File: src/design/rcs_pkg.sv
// Package for the range coder step unit: beat types, action codes and sizing constants.
`timescale 1ns / 1ps

package rcs_pkg;

  // Action codes carried by an input beat.
  localparam logic [1:0] ACT_INIT   = 2'd0;
  localparam logic [1:0] ACT_ENCODE = 2'd1;
  localparam logic [1:0] ACT_SPILL  = 2'd2;

  // Coder datapath widths.
  localparam int LOW_W   = 64;
  localparam int RANGE_W = 64;
  localparam int SCALE_W = 17;
  localparam int SLOW_W  = 16;
  localparam int SRNG_W  = 17;

  // Range value after reset or init: 2^63.
  localparam logic [RANGE_W-1:0] RANGE_INIT = {1'b1, {(RANGE_W-1){1'b0}}};

  // Iterative divider: quotient bits retired per cycle and cycle count.
  localparam int DIV_BITS_PER_CYCLE = 4;
  localparam int DIV_STEPS          = RANGE_W / DIV_BITS_PER_CYCLE;
  localparam int DIV_CNT_W          = $clog2(DIV_STEPS);

  // Shared multiplier: half of the quotient times a 17-bit count.
  localparam int MUL_A_W = 32;
  localparam int MUL_B_W = 17;
  localparam int MUL_P_W = MUL_A_W + MUL_B_W;

  // Input beat.
  typedef struct packed {
    logic [1:0]         action;
    logic [SCALE_W-1:0] scale;
    logic [SLOW_W-1:0]  sym_low;
    logic [SRNG_W-1:0]  sym_range;
  } item_t;

  // Result beat.
  typedef struct packed {
    logic       carry_out;
    logic       bytes_valid;
    logic [7:0] byte_first;
    logic [7:0] byte_second;
    logic [7:0] byte_third;
  } result_t;

endpackage

File: src/design/rcs_div.sv
// Iterative restoring divider: 64-bit dividend by 17-bit divisor, four quotient bits per cycle.
`timescale 1ns / 1ps

module rcs_div import rcs_pkg::*; (
  input  logic                 clk,
  input  logic                 rst,
  input  logic                 start,
  input  logic [RANGE_W-1:0]   dividend,
  input  logic [SCALE_W-1:0]   divisor,
  output logic                 done,
  output logic [RANGE_W-1:0]   quotient
);

  localparam logic [DIV_CNT_W-1:0] CNT_LAST = DIV_CNT_W'(DIV_STEPS - 1);

  logic                 busy;
  logic [DIV_CNT_W-1:0] cnt;
  logic [RANGE_W-1:0]   quo;
  logic [RANGE_W-1:0]   quo_next;
  logic [SCALE_W-1:0]   rem;
  logic [SCALE_W-1:0]   rem_next;
  logic [SCALE_W-1:0]   dvs;

  // Four restoring steps: dividend bits shift out the top of quo while
  // quotient bits shift in at the bottom.
  always_comb begin
    logic [SCALE_W:0] trial;
    logic [SCALE_W:0] diff;
    quo_next = quo;
    rem_next = rem;
    for (int i = 0; i < DIV_BITS_PER_CYCLE; i++) begin
      trial    = {rem_next, quo_next[RANGE_W-1]};
      quo_next = {quo_next[RANGE_W-2:0], 1'b0};
      diff     = trial - {1'b0, dvs};
      if (trial >= {1'b0, dvs}) begin
        rem_next    = diff[SCALE_W-1:0];
        quo_next[0] = 1'b1;
      end else begin
        rem_next = trial[SCALE_W-1:0];
      end
    end
  end

  // Control: a start loads the operands, then DIV_STEPS iterations run.
  always_ff @(posedge clk) begin
    if (rst) begin
      busy <= 1'b0;
      cnt  <= '0;
      done <= 1'b0;
    end else begin
      done <= busy && (cnt == CNT_LAST);
      if (start) begin
        busy <= 1'b1;
        cnt  <= '0;
      end else if (busy) begin
        cnt <= cnt + 1'b1;
        if (cnt == CNT_LAST) begin
          busy <= 1'b0;
        end
      end
    end
  end

  // Datapath registers.
  always_ff @(posedge clk) begin
    if (start) begin
      quo <= dividend;
      rem <= '0;
      dvs <= divisor;
    end else if (busy) begin
      quo <= quo_next;
      rem <= rem_next;
    end
  end

  assign quotient = quo;

endmodule

File: src/design/range_coder_step_unit.sv
// Top level of the range coder step unit: sequencer, shared multiplier and coder state.
//
//   channel  | signals                          | direction | payload
//   ---------+----------------------------------+-----------+---------
//   item     | item_valid, item_ready, item     | in        | item_t
//   res      | res_valid, res_ready, res        | out       | result_t
//
// An encode beat starts the divider on acceptance, waits in it (four quotient
// bits a cycle), makes four passes through the shared 32x17 multiplier,
// finishes and loads its result in the output state. Init, spill and unknown
// actions go straight to the output state and load their result there. One
// beat is worked on at a time; item_ready is high only while the sequencer is
// idle, so no new beat is taken until the last one has loaded its result. A
// stalled result holds the sequencer in its output state. Reset is synchronous
// and sets low to 0 and the range to 2^63.
`timescale 1ns / 1ps

module range_coder_step_unit import rcs_pkg::*; (
  input  logic    clk,
  input  logic    rst,
  input  logic    item_valid,
  output logic    item_ready,
  input  item_t   item,
  output logic    res_valid,
  input  logic    res_ready,
  output result_t res
);

  typedef enum logic [7:0] {
    S_IDLE = 8'b0000_0001,
    S_DIV  = 8'b0000_0010,
    S_MUL0 = 8'b0000_0100,
    S_MUL1 = 8'b0000_1000,
    S_MUL2 = 8'b0001_0000,
    S_MUL3 = 8'b0010_0000,
    S_FIN  = 8'b0100_0000,
    S_OUT  = 8'b1000_0000
  } state_t;

  state_t state;
  state_t state_next;

  logic [LOW_W-1:0]   low_reg;
  logic [RANGE_W-1:0] range_reg;
  logic [SLOW_W-1:0]  slo;
  logic [SRNG_W-1:0]  sra;
  logic [LOW_W-1:0]   lo_acc;
  logic [RANGE_W-1:0] rng_acc;
  logic [MUL_P_W-1:0] prod;
  result_t            pend;

  logic               accept;
  logic               div_start;
  logic               div_done;
  logic [RANGE_W-1:0] quo;
  logic [SCALE_W-1:0] scale_sat;

  logic [MUL_A_W-1:0] mul_a;
  logic [MUL_B_W-1:0] mul_b;
  logic [MUL_P_W-1:0] mul_p;

  logic [RANGE_W-1:0] rng_sum;
  logic               renorm;
  logic               out_free;

  assign item_ready = (state == S_IDLE);
  assign accept     = item_valid && item_ready;
  assign out_free   = !res_valid || res_ready;

  // A zero scale divides by one.
  assign scale_sat = (item.scale == '0) ? SCALE_W'(1) : item.scale;
  assign div_start = accept && (item.action == ACT_ENCODE);

  rcs_div u_div (
    .clk      (clk),
    .rst      (rst),
    .start    (div_start),
    .dividend (range_reg),
    .divisor  (scale_sat),
    .done     (div_done),
    .quotient (quo)
  );

  // Shared multiplier: low or high half of the quotient by sym_low or sym_range.
  always_comb begin
    mul_a = quo[MUL_A_W-1:0];
    mul_b = {1'b0, slo};
    unique case (state)
      S_MUL1: begin
        mul_a = quo[RANGE_W-1:MUL_A_W];
        mul_b = {1'b0, slo};
      end
      S_MUL2: begin
        mul_a = quo[MUL_A_W-1:0];
        mul_b = sra;
      end
      S_MUL3: begin
        mul_a = quo[RANGE_W-1:MUL_A_W];
        mul_b = sra;
      end
      default: begin
        mul_a = quo[MUL_A_W-1:0];
        mul_b = {1'b0, slo};
      end
    endcase
  end

  assign mul_p = MUL_P_W'(mul_a) * MUL_P_W'(mul_b);

  // New range: low partial product plus the high one shifted by 32, modulo 2^64.
  assign rng_sum = rng_acc + {prod[MUL_A_W-1:0], {MUL_A_W{1'b0}}};
  // Renormalize when the range is at most 2^32.
  assign renorm  = (rng_sum[RANGE_W-1:33] == '0) &&
                   (!rng_sum[32] || (rng_sum[31:0] == '0));

  // Sequencer.
  always_comb begin
    state_next = state;
    unique case (state)
      S_IDLE: begin
        if (accept) begin
          state_next = (item.action == ACT_ENCODE) ? S_DIV : S_OUT;
        end
      end
      S_DIV: begin
        if (div_done) begin
          state_next = S_MUL0;
        end
      end
      S_MUL0: state_next = S_MUL1;
      S_MUL1: state_next = S_MUL2;
      S_MUL2: state_next = S_MUL3;
      S_MUL3: state_next = S_FIN;
      S_FIN:  state_next = S_OUT;
      S_OUT: begin
        if (out_free) begin
          state_next = S_IDLE;
        end
      end
      default: state_next = S_IDLE;
    endcase
  end

  always_ff @(posedge clk) begin
    if (rst) begin
      state <= S_IDLE;
    end else begin
      state <= state_next;
    end
  end

  // Coder state: init and the end of an encode update low and range; spill clears bit 63 of low.
  always_ff @(posedge clk) begin
    if (rst) begin
      low_reg   <= '0;
      range_reg <= RANGE_INIT;
    end else if (accept && (item.action == ACT_INIT)) begin
      low_reg   <= '0;
      range_reg <= RANGE_INIT;
    end else if (accept && (item.action == ACT_SPILL)) begin
      low_reg[LOW_W-1] <= 1'b0;
    end else if (state == S_FIN) begin
      if (renorm) begin
        low_reg   <= {1'b0, lo_acc[38:0], 24'b0};
        range_reg <= {rng_sum[39:0], 24'b0};
      end else begin
        low_reg   <= lo_acc;
        range_reg <= rng_sum;
      end
    end
  end

  // Working registers of an encode beat and the pending result.
  always_ff @(posedge clk) begin
    if (accept) begin
      slo  <= item.sym_low;
      sra  <= item.sym_range;
      // Only a spill reports something here: the carry held in bit 63 of low.
      pend <= {(item.action == ACT_SPILL) && low_reg[LOW_W-1], 25'b0};
    end
    unique case (state)
      S_MUL0: prod <= mul_p;
      S_MUL1: begin
        lo_acc <= low_reg + LOW_W'(prod);
        prod   <= mul_p;
      end
      S_MUL2: begin
        lo_acc <= lo_acc + {prod[MUL_A_W-1:0], {MUL_A_W{1'b0}}};
        prod   <= mul_p;
      end
      S_MUL3: begin
        rng_acc <= RANGE_W'(prod);
        prod    <= mul_p;
      end
      S_FIN: begin
        // Carry, valid flag and low bits 62..39 as three bytes.
        if (renorm) begin
          pend <= {lo_acc[63], 1'b1, lo_acc[62:39]};
        end else begin
          pend <= '0;
        end
      end
      default: begin
      end
    endcase
  end

  // Output register: a result beat waits here until it is taken.
  always_ff @(posedge clk) begin
    if (rst) begin
      res_valid <= 1'b0;
    end else if ((state == S_OUT) && out_free) begin
      res_valid <= 1'b1;
    end else if (res_ready) begin
      res_valid <= 1'b0;
    end
  end

  always_ff @(posedge clk) begin
    if ((state == S_OUT) && out_free) begin
      res <= pend;
    end
  end

endmodule
File: config.mk
export PLATFORM = sky130hd
export DESIGN_NAME = range_coder_step_unit
export DESIGN_NICKNAME = d
export VERILOG_FILES = /design/src/design/rcs_pkg.sv /design/src/design/rcs_div.sv /design/src/design/range_coder_step_unit.sv
export SDC_FILE = /design/constraint.sdc
export NUM_CORES = 2
export LEC_CHECK = 0
export BUFFER_PORTS_ARGS = -buffer_cell sky130_fd_sc_hd__buf_2
export CORE_AREA = 8 8 241 359
export DETAILED_ROUTE_END_ITERATION = 7
export DIE_AREA = 0 0 249 367
export GPL_TIMING_DRIVEN = 0
export PLACE_DENSITY_LB_ADDON = 0.05
export SLEW_MARGIN = 25
export SYNTH_ARGS = -nofsm -noshare
export SYNTH_HDL_FRONTEND = slang
export SYNTH_SLANG_ARGS = --single-unit
File: constraint.sdc
create_clock -name clk -period 9.78 [get_ports clk]
set_clock_uncertainty 0.1 [all_clocks]
set_input_delay 0.489 -clock clk [delete_from_list [all_inputs] [get_ports clk]]
set_output_delay 0.489 -clock clk [all_outputs]
set_load 0.005 [all_outputs]
==> qor.json <==
{
  "cells_and_area": {
    "utilization": 0.614,
    "drive_above_1_share": 0.0955,
    "syn_to_final_growth_pct": 12.0,
    "finalNetCount": 5819
  },
  "global_routing": {
    "antenna_violations_before_repair": 4,
    "first_global_vias": 38100,
    "grt_first_pass_wirelength_um": 233000,
    "grt_overflow": 0,
    "grt_max_degree": 40,
    "gr-usage-all-layers": 0.342
  },
  "route": {
    "detailroute.via_count": 36600,
    "drt-initial-drc-count": 2471,
    "antenna_violating_nets_post_route": 0,
    "total_wire_length_um": 159000,
    "wl_per_cell_um": 26.1,
    "via_per_inst": 6.01,
    "detailedRoute.firstPassIterationCount": 8,
    "drc": 0
  },
  "timing": {
    "final-max-slew-violation-count": 0,
    "worst_tran_pin_value_ps": 1090,
    "clock.fmax_mhz": 103,
    "report.final.hold_viol_count": 0,
    "unrepaired_setup_endpoints_after_global_routing": "true",
    "period_needed_ps": 9720,
    "finalSetupViolCount": 0,
    "final.period_utilization": 0.994,
    "relSlewSlack": 0.273
  },
  "setup_path": {
    "cp_slowest_cell": "sky130_fd_sc_hd__mux2i_2",
    "end_kind": "flip-flop",
    "cpMostUsedCell": "sky130_fd_sc_hd__fa_1",
    "setup.worst_path.class": "flip-flop to flip-flop",
    "critical_path.max_stage_delay_ps": 560,
    "required_worst_endpoint_ps": 10020,
    "critPathBufInv": 4,
    "critical_path.max_fanout": 10,
    "worstPathArrival_ps": 9970,
    "startpoint_type_of_the_worst_setup_path": "flip-flop",
    "critPathTopFamily": "adder cells"
  },
  "run": {
    "cap_viol_max_count": 0
  },
  "synthesis": {
    "synth.lib_cells_used.distinct": 84,
    "yosys.area.top_type": "sky130_fd_sc_hd__edfxtp_1",
    "ys.flop_type": "sky130_fd_sc_hd__edfxtp_1",
    "synth.area.top_cells": "sky130_fd_sc_hd__edfxtp_1 (22%), sky130_fd_sc_hd__fa_1 (21%), sky130_fd_sc_hd__ha_1 (8.2%)",
    "syn_area_um2": 44300,
    "syn-instance-count": 4788,
    "synthesized_net_count": 5589,
    "synth_top_area_frac": 0.222,
    "part_of_the_yosys_area_used_for_sequential_elements": 0.294,
    "avgSynthCellArea_um2": 9.26,
    "ys_ff_latch": 488,
    "synth-edff-count": 328,
    "synth_most_common_cell": "sky130_fd_sc_hd__nand2_1",
    "post_synth_most_frequent_cells": "sky130_fd_sc_hd__nand2_1 (883), sky130_fd_sc_hd__inv_1 (536), sky130_fd_sc_hd__fa_1 (456), sky130_fd_sc_hd__edfxtp_1 (328), sky130_fd_sc_hd__nor2_1 (305)",
    "async_flop_share": 0,
    "yosys_warnings": 0
  },
  "outcome": {
    "run_status": "completed"
  },
  "floorplan": {
    "number_of_primary_i_o_pins": 84,
    "die_area_um2": 91400,
    "dieWidth_um": 249,
    "dieHeight_um": 367,
    "placeableCoreArea_um2": 80900,
    "std_cell_rows": 128,
    "floorplan.initialDensity": 0.548
  },
  "clock_tree": {
    "clockRootBuffer": "sky130_fd_sc_hd__clkbuf_16",
    "cts_htree_levels": 2,
    "clock_path_buffers": 3,
    "cts_num_sinks": 488,
    "worstSkewPairLatency_ps": 660,
    "cts_inserted_buffers": 50,
    "cts_tree": "yes",
    "clkSlewWorstSetupHoldPaths_ps": 70
  },
  "placed_design": {
    "place_hpwl_um": 131000,
    "io_buffer_count": 83,
    "gp_congestion": 0.982
  },
  "min_path": {
    "timing.hold.worst.class": "input port to flip-flop"
  }
}
[kinds of logic after synthesis]
kind of cell | count (synthesis) | share of synthesized area
AO/OA/AOI/OAI | 827 | 0.118
multiplexers | 138 | 0.0334
XOR/XNOR | 210 | 0.0415
AND/OR/NAND/NOR | 1609 | 0.158
flip-flops | 488 | 0.294
adder cells (fa/ha/maj) | 745 | 0.287
buffers and inverters | 771 | 0.0669
[tightest hold or removal path, cell delays in order]
cell and delay (ps):
sky130_fd_sc_hd__buf_2 80, sky130_fd_sc_hd__inv_1 30, sky130_fd_sc_hd__o31ai_1 50
[final timing paths]
path / startpoint / to / slack (ps) / depth (start not counted)
worst min register to register: pend[24] / res[24] / 320 / 0
worst min-delay path: item[33] / u_div.dvs[0] / 8 / 3
worst max-delay path: state[1] / prod[41] / 60 / 27
worst max register to register: state[1] / prod[41] / 60 / 27
[routing by layer]
metal | track usage | wire length, um | vias to the layer above
met2 | 0.621 | 81100 | 1398
met1 | 0.334 | 52300 | 18100
met5 | 0 | 0 | -
met4 | 0.300 | 17100 | 0
li1 | - | - | 16500
met3 | 0.0527 | 8500 | 637
[repair_timing]
item | 4_1_cts | 5_1_grt
setup buffers | 27 | 23
setup endpoints to repair | 48 | 31
gates resized for setup | 139 | 76
endpoints found under the hold margin | 34 | 0
hold buffers | 34 | 0
pin swaps | 18 | 33
cloned | 0 | 2
[stage by stage]
stage / setup WS [ps] / cells / hold slack, ps / setup TNS (ps) / area [um^2]
floorplan: 23.1 / 4788 / 300 / 0 / 44300
CTS: 2.62 / 6075 / 3.21 / 0 / 49100
global route: -86.6 / 6099 / 6.40 / -421 / 49700
global placement: -2760 / 5911 / 300 / -93850 / 46000
finish: 56.7 / 6100 / 7.53 / 0 / 49700
detailed placement: -2760 / 5924 / 306 / -82200 / 46300
[final cells by class]
cell class	instances	area, um^2
clock buffer	58	1310
antenna	1	2.50
multi-input combinational	3529	29000
sequential	488	13100
clock inverter	35	489
timing repair buffer	182	1390
fill	7066	31200
inverter	537	2020
tap	1040	1300
buffer	230	1070
[cells in the final DEF (no fill, tap or decap), types with 139 or more instances in the layout]
cell and instances:
sky130_fd_sc_hd__dfxtp_1 160, sky130_fd_sc_hd__a21oi_1 237, sky130_fd_sc_hd__o21ai_0 151, sky130_fd_sc_hd__xnor2_1 139, sky130_fd_sc_hd__ha_1 279, sky130_fd_sc_hd__clkbuf_1 170
sky130_fd_sc_hd__nor2_1 305, sky130_fd_sc_hd__nand2_1 879, sky130_fd_sc_hd__edfxtp_1 328, sky130_fd_sc_hd__fa_1 453, sky130_fd_sc_hd__inv_1 532
Power is left out: the tool's default activity adds up to more than one toggle a clock period on the data nets, which glitch-free logic cannot reach.
